**src/sha1_hash_engine_top_defines.svh**
```systemverilog
// Assertion macros for the SHA-1 engine.
`ifndef SHA1_HASH_ENGINE_TOP_DEFINES_SVH
`define SHA1_HASH_ENGINE_TOP_DEFINES_SVH

// Implication checked every clock outside reset.
`define SHA_ASSERT_IMP(lbl, clk, rstn, ante, cons, msg) \
    lbl: assert property (@(posedge clk) disable iff (!rstn) (ante) |-> (cons)) \
        else $error(msg);

// Next-cycle implication.
`define SHA_ASSERT_NXT(lbl, clk, rstn, ante, cons, msg) \
    lbl: assert property (@(posedge clk) disable iff (!rstn) (ante) |=> (cons)) \
        else $error(msg);

`endif

```
**src/sha1_pkg.sv**
```systemverilog
package sha1_pkg;

    localparam int NUM_ROUNDS = 80;
    localparam int BLOCK_WORDS = 16;
    localparam int HASH_WORDS = 5;

    localparam logic [31:0] IV0 = 32'h67452301;
    localparam logic [31:0] IV1 = 32'hefcdab89;
    localparam logic [31:0] IV2 = 32'h98badcfe;
    localparam logic [31:0] IV3 = 32'h10325476;
    localparam logic [31:0] IV4 = 32'hc3d2e1f0;

    localparam logic [31:0] K0 = 32'h5a827999;
    localparam logic [31:0] K1 = 32'h6ed9eba1;
    localparam logic [31:0] K2 = 32'h8f1bbcdc;
    localparam logic [31:0] K3 = 32'hca62c1d6;

    localparam logic [7:0]  PAD_BYTE = 8'h80;
    localparam logic [63:0] BLOCK_BITS = 64'd512;

    typedef struct packed {
        logic [7:0] data_byte;
        logic       byte_present;
        logic       finish;
    } sha1_in_t;

    typedef struct packed {
        logic [31:0] digest_word;
        logic [2:0]  word_index;
        logic        last_word;
    } sha1_out_t;

    typedef enum logic [2:0] {
        ST_IDLE,
        ST_ABSORB,
        ST_PAD,
        ST_LEN,
        ST_EMIT
    } sha1_state_t;

    // Control to the round unit.
    typedef struct packed {
        logic start;
        logic init;
    } sha1_core_ctl_t;

    // Status from the round unit.
    typedef struct packed {
        logic busy;
        logic done;
    } sha1_core_sts_t;

    function automatic logic [31:0] rotl(input logic [31:0] x, input int n);
        rotl = (x << n) | (x >> (32 - n));
    endfunction

endpackage

```
**src/sha1_hash_engine_top.sv**
```systemverilog
// SHA-1 byte-stream engine on one shared round unit (80 rounds, one per cycle).
// Input: a byte that leaves its block unfilled is taken while idle; the 64th byte
// of a block holds the input through start, 80 rounds, add and done.
// Output: the first digest word shows once the one or two final blocks are compressed (after
// one more block if the finishing byte fills one); then 5 words, 1 per cycle with m_ready high.
// Reset (aresetn low, synchronous) loads the IV, clears buffer, count and length.
module sha1_hash_engine_top
    import sha1_pkg::*;
(
    input  logic      aclk,
    input  logic      aresetn,
    input  logic      s_valid,
    output logic      s_ready,
    input  sha1_in_t  s_data,
    output logic      m_valid,
    input  logic      m_ready,
    output sha1_out_t m_data
);

`include "sha1_hash_engine_top_defines.svh"

    sha1_state_t state_reg, state_next;

    logic [31:0] buf_reg [BLOCK_WORDS];
    logic [31:0] buf_next [BLOCK_WORDS];
    logic [5:0]  cnt_reg;
    logic [63:0] len_reg;
    logic        fin_reg;     // finish pending behind a block compression
    logic        pad_two_reg; // padding needs a second block
    logic [2:0]  idx_reg;
    logic        fired_reg;   // compression issued in this state

    sha1_core_ctl_t ctl;
    sha1_core_sts_t sts;
    logic [BLOCK_WORDS*32-1:0] blk_flat;
    logic [HASH_WORDS*32-1:0]  hash_flat;

    logic       accept;
    logic       out_fire;
    logic       last_fire;
    logic [5:0] fin_pos;      // pad position for a finish taken in idle
    assign accept    = s_valid && s_ready;
    assign out_fire  = m_valid && m_ready;
    assign last_fire = out_fire && m_data.last_word;
    assign fin_pos   = s_data.byte_present ? cnt_reg + 6'd1 : cnt_reg;

    always_comb begin
        for (int i = 0; i < BLOCK_WORDS; i++) begin
            blk_flat[(BLOCK_WORDS-1-i)*32 +: 32] = buf_reg[i];
        end
    end

    sha1_core u_core (
        .aclk    (aclk),
        .aresetn (aresetn),
        .ctl     (ctl),
        .block   (blk_flat),
        .sts     (sts),
        .hash    (hash_flat)
    );

    // Next state.
    always_comb begin
        state_next = state_reg;
        case (state_reg)
            ST_IDLE: begin
                if (accept) begin
                    if (s_data.byte_present && cnt_reg == 6'd63) begin
                        state_next = ST_ABSORB;
                    end else if (s_data.finish) begin
                        state_next = ST_PAD;
                    end
                end
            end
            ST_ABSORB: begin
                if (sts.done) begin
                    state_next = fin_reg ? ST_PAD : ST_IDLE;
                end
            end
            ST_PAD: begin
                if (sts.done) begin
                    state_next = pad_two_reg ? ST_LEN : ST_EMIT;
                end
            end
            ST_LEN: begin
                if (sts.done) begin
                    state_next = ST_EMIT;
                end
            end
            ST_EMIT: begin
                if (out_fire && idx_reg == 3'd4) begin
                    state_next = ST_IDLE;
                end
            end
            default: state_next = ST_IDLE;
        endcase
    end

    // Outputs.
    always_comb begin
        s_ready  = (state_reg == ST_IDLE);
        m_valid  = (state_reg == ST_EMIT);
        ctl.init = (state_reg == ST_EMIT) && m_ready && idx_reg == 3'd4;
        ctl.start = 1'b0;
        case (state_reg)
            ST_ABSORB, ST_PAD, ST_LEN: ctl.start = !fired_reg;
            default: ctl.start = 1'b0;
        endcase
        m_data.digest_word = hash_flat[(HASH_WORDS-1-32'(idx_reg))*32 +: 32];
        m_data.word_index  = idx_reg;
        m_data.last_word   = (idx_reg == 3'd4);
    end

    // One buffer word with 0x80 at lane pos and zeros in every later lane.
    function automatic logic [31:0] pad_word(input logic [31:0] w, input int wi,
                                             input logic [5:0] pos);
        logic [31:0] r;
        r = w;
        for (int j = 0; j < 4; j++) begin
            if (4*wi + j == int'(pos)) begin
                r[24-8*j +: 8] = PAD_BYTE;
            end else if (4*wi + j > int'(pos)) begin
                r[24-8*j +: 8] = 8'h00;
            end
        end
        return r;
    endfunction

    // Block buffer update: byte lanes, padding, length words and clearing after the digest.
    always_comb begin
        logic [63:0] total;
        buf_next = buf_reg;
        total    = '0;
        case (state_reg)
            ST_IDLE: begin
                if (accept) begin
                    if (s_data.byte_present) begin
                        buf_next[cnt_reg[5:2]][24-8*cnt_reg[1:0] +: 8] = s_data.data_byte;
                    end
                    if (s_data.finish && !(s_data.byte_present && cnt_reg == 6'd63)) begin
                        total = len_reg + {55'd0, fin_pos, 3'd0};
                        for (int i = 0; i < BLOCK_WORDS; i++) begin
                            buf_next[i] = pad_word(buf_next[i], i, fin_pos);
                        end
                        if (fin_pos < 6'd56) begin
                            buf_next[14] = total[63:32];
                            buf_next[15] = total[31:0];
                        end
                    end
                end
            end
            ST_ABSORB: begin
                if (sts.done && fin_reg) begin
                    total = len_reg + BLOCK_BITS;
                    for (int i = 0; i < BLOCK_WORDS; i++) begin
                        buf_next[i] = pad_word(buf_next[i], i, 6'd0);
                    end
                    buf_next[14] = total[63:32];
                    buf_next[15] = total[31:0];
                end
            end
            ST_PAD: begin
                // Second final block: zeros and the length (count still holds the pad lane).
                if (sts.done && pad_two_reg) begin
                    total = len_reg + {55'd0, cnt_reg, 3'd0};
                    for (int i = 0; i < 14; i++) begin
                        buf_next[i] = '0;
                    end
                    buf_next[14] = total[63:32];
                    buf_next[15] = total[31:0];
                end
            end
            ST_EMIT: begin
                if (out_fire && idx_reg == 3'd4) begin
                    for (int i = 0; i < BLOCK_WORDS; i++) begin
                        buf_next[i] = '0;
                    end
                end
            end
            default: ;
        endcase
    end

    always_ff @(posedge aclk) begin
        if (!aresetn) begin
            state_reg   <= ST_IDLE;
            cnt_reg     <= '0;
            len_reg     <= '0;
            fin_reg     <= 1'b0;
            pad_two_reg <= 1'b0;
            idx_reg     <= '0;
            fired_reg   <= 1'b0;
            for (int i = 0; i < BLOCK_WORDS; i++) begin
                buf_reg[i] <= '0;
            end
        end else begin
            state_reg <= state_next;
            for (int i = 0; i < BLOCK_WORDS; i++) begin
                buf_reg[i] <= buf_next[i];
            end
            if (state_next != state_reg) begin
                fired_reg <= 1'b0;
            end else if (ctl.start) begin
                fired_reg <= 1'b1;
            end
            case (state_reg)
                ST_IDLE: begin
                    if (accept) begin
                        fin_reg <= s_data.finish;
                        if (s_data.byte_present) begin
                            cnt_reg <= cnt_reg + 6'd1;
                        end
                        if (s_data.finish && !(s_data.byte_present && cnt_reg == 6'd63)) begin
                            pad_two_reg <= (fin_pos >= 6'd56);
                        end
                    end
                end
                ST_ABSORB: begin
                    if (sts.done) begin
                        len_reg <= len_reg + BLOCK_BITS;
                        if (fin_reg) begin
                            pad_two_reg <= 1'b0;
                        end
                    end
                end
                ST_EMIT: begin
                    if (out_fire) begin
                        if (idx_reg == 3'd4) begin
                            idx_reg <= '0;
                            cnt_reg <= '0;
                            len_reg <= '0;
                        end else begin
                            idx_reg <= idx_reg + 3'd1;
                        end
                    end
                end
                default: ;
            endcase
        end
    end

    `SHA_ASSERT_IMP(a_no_in_busy, aclk, aresetn, sts.busy, !s_ready, "input taken while hashing")
    `SHA_ASSERT_IMP(a_out_only_emit, aclk, aresetn, m_valid, !sts.busy, "output while hashing")
    `SHA_ASSERT_NXT(a_last_idle, aclk, aresetn, last_fire, s_ready && cnt_reg == 6'd0, "no idle")
    `SHA_ASSERT_IMP(a_idx_range, aclk, aresetn, m_valid, idx_reg <= 3'd4, "word index out of range")

endmodule

```
**src/sha1_core.sv**
```systemverilog
module sha1_core
    import sha1_pkg::*;
(
    input  logic                  aclk,
    input  logic                  aresetn,
    input  sha1_core_ctl_t        ctl,
    input  logic [BLOCK_WORDS*32-1:0] block,
    output sha1_core_sts_t        sts,
    output logic [HASH_WORDS*32-1:0] hash
);

    logic [31:0] h_reg [HASH_WORDS];
    logic [31:0] a_reg, b_reg, c_reg, d_reg, e_reg;
    logic [31:0] w_reg [BLOCK_WORDS];
    logic [6:0]  rnd_reg;
    logic        busy_reg;
    logic        done_reg;

    logic [31:0] f_val, k_val, t_val, w_new;

    always_comb begin
        if (rnd_reg < 7'd20) begin
            f_val = (b_reg & c_reg) | (~b_reg & d_reg);
            k_val = K0;
        end else if (rnd_reg < 7'd40) begin
            f_val = b_reg ^ c_reg ^ d_reg;
            k_val = K1;
        end else if (rnd_reg < 7'd60) begin
            f_val = (b_reg & c_reg) | (b_reg & d_reg) | (c_reg & d_reg);
            k_val = K2;
        end else begin
            f_val = b_reg ^ c_reg ^ d_reg;
            k_val = K3;
        end
        t_val = rotl(a_reg, 5) + f_val + e_reg + k_val + w_reg[0];
        w_new = rotl(w_reg[13] ^ w_reg[8] ^ w_reg[2] ^ w_reg[0], 1);
    end

    always_ff @(posedge aclk) begin
        if (!aresetn || ctl.init) begin
            h_reg[0] <= IV0;
            h_reg[1] <= IV1;
            h_reg[2] <= IV2;
            h_reg[3] <= IV3;
            h_reg[4] <= IV4;
            busy_reg <= 1'b0;
            done_reg <= 1'b0;
            rnd_reg  <= '0;
        end else begin
            done_reg <= 1'b0;
            if (ctl.start && !busy_reg) begin
                busy_reg <= 1'b1;
                rnd_reg  <= '0;
                a_reg <= h_reg[0];
                b_reg <= h_reg[1];
                c_reg <= h_reg[2];
                d_reg <= h_reg[3];
                e_reg <= h_reg[4];
                for (int i = 0; i < BLOCK_WORDS; i++) begin
                    w_reg[i] <= block[(BLOCK_WORDS-1-i)*32 +: 32];
                end
            end else if (busy_reg) begin
                if (rnd_reg == 7'(NUM_ROUNDS)) begin
                    h_reg[0] <= h_reg[0] + a_reg;
                    h_reg[1] <= h_reg[1] + b_reg;
                    h_reg[2] <= h_reg[2] + c_reg;
                    h_reg[3] <= h_reg[3] + d_reg;
                    h_reg[4] <= h_reg[4] + e_reg;
                    busy_reg <= 1'b0;
                    done_reg <= 1'b1;
                end else begin
                    a_reg <= t_val;
                    b_reg <= a_reg;
                    c_reg <= rotl(b_reg, 30);
                    d_reg <= c_reg;
                    e_reg <= d_reg;
                    for (int i = 0; i < BLOCK_WORDS-1; i++) begin
                        w_reg[i] <= w_reg[i+1];
                    end
                    w_reg[BLOCK_WORDS-1] <= w_new;
                    rnd_reg <= rnd_reg + 7'd1;
                end
            end
        end
    end

    assign sts.busy = busy_reg;
    assign sts.done = done_reg;
    assign hash = {h_reg[0], h_reg[1], h_reg[2], h_reg[3], h_reg[4]};

endmodule
```
**config.mk**
```make
export PLATFORM = sky130hd
export DESIGN_NAME = sha1_hash_engine_top
export DESIGN_NICKNAME = d
export VERILOG_FILES = /design/src/sha1_pkg.sv /design/src/sha1_hash_engine_top.sv /design/src/sha1_core.sv
export VERILOG_INCLUDE_DIRS = /design/src /design/src/src
export SDC_FILE = /design/constraint.sdc
export NUM_CORES = 2
export LEC_CHECK = 0
export ABC_AREA = 1
export BUFFER_PORTS_ARGS = -buffer_cell sky130_fd_sc_hd__clkbuf_2
export CAP_MARGIN = 10
export CELL_PAD_IN_SITES_DETAIL_PLACEMENT = 0
export CELL_PAD_IN_SITES_GLOBAL_PLACEMENT = 1
export CORE_ASPECT_RATIO = 1.1
export CORE_MARGIN = 1
export CORE_UTILIZATION = 40
export DETAILED_ROUTE_END_ITERATION = 8
export GPL_TIMING_DRIVEN = 1
export PLACE_DENSITY_LB_ADDON = 0.1
export SLEW_MARGIN = 20
export SYNTH_ARGS = -nofsm -noshare
export SYNTH_HDL_FRONTEND = slang
export SYNTH_SLANG_ARGS = --single-unit
```
**constraint.sdc**
```tcl
create_clock -name aclk -period 19.3 [get_ports aclk]
set_input_delay 3.86 -clock aclk [delete_from_list [all_inputs] [get_ports aclk]]
set_output_delay 3.86 -clock aclk [all_outputs]
set_load 0.03 [all_outputs]
```
==> flow_metrics.env <==
export IMPL_finalInstanceArea_sq_um=91100
export IMPL_grt_start_max_net_pins=173
export IMPL_num_vias=75700
export IMPL_routedWlPerCell_um=26.1
export IMPL_rsz0062_at_grt="no"
export IMPL_reg2reg_depth=26
export IMPL_place_hpwl_um=256000
export IMPL_grt_use_total_pct=32.9
export IMPL_grt_pass1_wl_um=504000
export IMPL_crit_type="primary input to flop"
export IMPL_r2r_end="u_core.a_reg[29]"
export IMPL_fin_crit_ns=8.47
export IMPL_seq_area_frac_synth_pct=44.5
export IMPL_wl_um=350000
export IMPL_antenna_found_initial=8
export IMPL_fin_crit_sh_pct=43.9
export IMPL_hp_class="flop to flop"
export IMPL_holdPathEnd="blk_flat[264]"
export IMPL_synthCells=10700
export IMPL_avgSynthCellArea_sq_um=7.74
export IMPL_irDropWorstVdd_mv=0.0918
export IMPL_layout_drive_gt1_share_pct=5.78
export IMPL_p_per_area_nw_per_um2=108
export IMPL_status="finished with violations"
export IMPL_cts_htree_levels=4
export IMPL_synthArstFlopShare_pct=0
export IMPL_portBuffers=51
export IMPL_critPathLaunchType="primary input"
export IMPL_grt_pass1_vias=72200
export IMPL_dieArea_sq_um=209000
export IMPL_core_area_sq_um=205000
export IMPL_initial_utilization_pct=40.4
export IMPL_fin_skew_ns=0.0364
export IMPL_ff2ff_setup_slack_ns=11.97
export IMPL_setup_viol=0
export IMPL_arrival_ns=8.95
export IMPL_instances_no_fill=13400
export IMPL_synth_edf_count=832
export IMPL_post_cts_resized=0
export IMPL_ys_ff_latch=1423
export IMPL_clk_path_buf_depth=3
export IMPL_core_rowCount=174
export IMPL_viasPerCell=5.65
export IMPL_cap_violations=0
export IMPL_numPlacedInstances=13100
export IMPL_final_common_cell="nand2_1"
export IMPL_drtPass1Iterations=8
export IMPL_worst_r2r_startpoint="u_core.rnd_reg[3]"
export IMPL_final_hold_violation_count=0
export IMPL_synth_top_flop_cell="edfxtp_1"
export IMPL_fin_setup_tns_ns=0
export IMPL_num_io_pins=52
export IMPL_hp_start="blk_flat[264]"
export IMPL_cts_root_buffer="clkbuf_16"
export IMPL_yosysUniqueCellTypes=65
export IMPL_die_w_um=436
export IMPL_final_core_util_pct=44.4
export IMPL_cts_inserted_buffers=169
export IMPL_ys_warn_count=0
export IMPL_cp_end_kind="flop"
export IMPL_relSlewSlack_pct=-25.3
export IMPL_clk_latency_ns=0.86
export IMPL_fp_dieH_um=479
export IMPL_failed_checks="max-slew violations"
export IMPL_syn_area_sq_um=82800
export IMPL_cp_required_ns=19.77
export IMPL_drtIter0Drc=7688
export IMPL_max_freq_mhz=118
export IMPL_clock_sinks=1423
export IMPL_worst_slack_ns=10.83
export IMPL_area_growth_pct=10.0
export IMPL_cts_hold_buf=0
export IMPL_nNetsFinal=10900
export IMPL_p_leak_nw=34.9
export IMPL_cts_tree="yes"
export IMPL_path_max_fanout=69
export IMPL_hold_path_depth=2
export IMPL_place_congestion=1.00
export IMPL_dpl_cell_area_sq_um=85600
export IMPL_synth_fp_nets=11000
export IMPL_final_cell_mix="nand2_1, inv_1, a21oi_1"
export IMPL_finalPower_mw=9.81
export IMPL_dp_slack_ns=9.86
export IMPL_antenna_left=0
export IMPL_finalHoldWorstSlack_ns=0.451
export IMPL_drc=0
export IMPL_post_cts_buffers=0
export IMPL_clk_pin_slew_ns=0.06
export IMPL_worstMarginPinSlew_ns=1.87
export IMPL_grt_ovfl_total=0
export IMPL_slew_violations=21
[cell families after synthesis]
family	synth area share, %
simple gates	21.6
compound gates	17.9
buf+inv	7.86
flops	44.5
fa+ha+maj	6.08
xor+xnor	1.87
mux	0.213
other cells	0.00453
[how the worst max path moves through the flow]
stage / startpoint / endpoint / slack [ns] / cells past startpoint
floorplan: m_ready / u_core.w_reg[0][0] / 2.38 / 9
global placement: m_ready / u_core.w_reg[4][10] / 10.01 / 12
detailed placement: m_ready / u_core.w_reg[2][8] / 9.86 / 12
CTS: m_ready / u_core.w_reg[3][13] / 10.78 / 12
global route: m_ready / u_core.w_reg[2][12] / 10.53 / 12
finish: m_ready / u_core.w_reg[2][11] / 10.83 / 12
[where the power goes]
group          internal (mW)  switching (mW)  total [mW]
registers               3.45           0.169        3.62
logic                  0.891            2.04        2.93
clock network           1.85            1.41        3.26
[synthesized netlist by cell type, drive strengths merged, types with 4 or more instances]
master / number / area share, %
a32oi: 4 / 0.042
ha: 212 / 3.2
edfxtp: 832 / 30
nand3b: 11 / 0.10
buf: 118 / 0.67
fa: 119 / 2.9
mux2: 5 / 0.068
o211ai: 82 / 0.74
o21a: 29 / 0.26
a21oi: 1051 / 6.4
dfxtp: 591 / 14
a211oi: 8 / 0.073
mux2i: 12 / 0.15
o32ai: 5 / 0.053
a21boi: 22 / 0.20
clkbuf: 399 / 1.8
o21ai: 1051 / 6.4
or2: 41 / 0.31
a31o: 8 / 0.085
o22ai: 40 / 0.30
nand4: 104 / 0.79
nand3: 405 / 2.5
nor4: 14 / 0.11
a221oi: 24 / 0.25
a22oi: 6 / 0.054
o2111ai: 182 / 1.9
o221ai: 15 / 0.16
xnor2: 116 / 1.2
a31oi: 33 / 0.25
xor2: 58 / 0.64
clkinv: 9 / 0.042
a21o: 33 / 0.30
inv: 1177 / 5.3
o21bai: 42 / 0.38
nor3b: 5 / 0.065
nor3: 92 / 0.61
o31ai: 6 / 0.054
nand2: 3149 / 14
nor2: 584 / 2.8
[cell type report]
| class | instances | area, sq um |
|---|---|---|
| fillers | 20800 | 114000 |
| repair buffers | 173 | 1200 |
| clock buffers | 242 | 4820 |
| well taps | 2728 | 3410 |
| diodes | 5 | 12.5 |
| inverters | 1186 | 4490 |
| clock inverters | 73 | 699 |
| multi-input cells | 7572 | 39700 |
| flip-flops and latches | 1423 | 36800 |
[per-layer routing]
| layer | vias up | GRT usage (%) | part of all wire [%] |
|---|---|---|---|
| met3 | 762 | 4.30 | 6.1 |
| met2 | 2824 | 54.4 | 47 |
| li1 | 35600 | - | - |
| met4 | 6 | 21.2 | 7.3 |
| met5 | - | 0 | 0.013 |
| met1 | 36500 | 40.3 | 40 |
[worst max-delay path, cell delays in order]
cell,delay [ns]
clkbuf_2,0.08
inv_1,0.12
nor2_2,0.11
nand2_1,0.19
nand2_1,0.29
nor2_4,0.18
buf_4,0.66
inv_8,0.28
nand2_4,0.75
buf_4,0.60
buf_4,0.79
buf_4,0.75
Note: power is estimated with default switching activity, not from simulation.
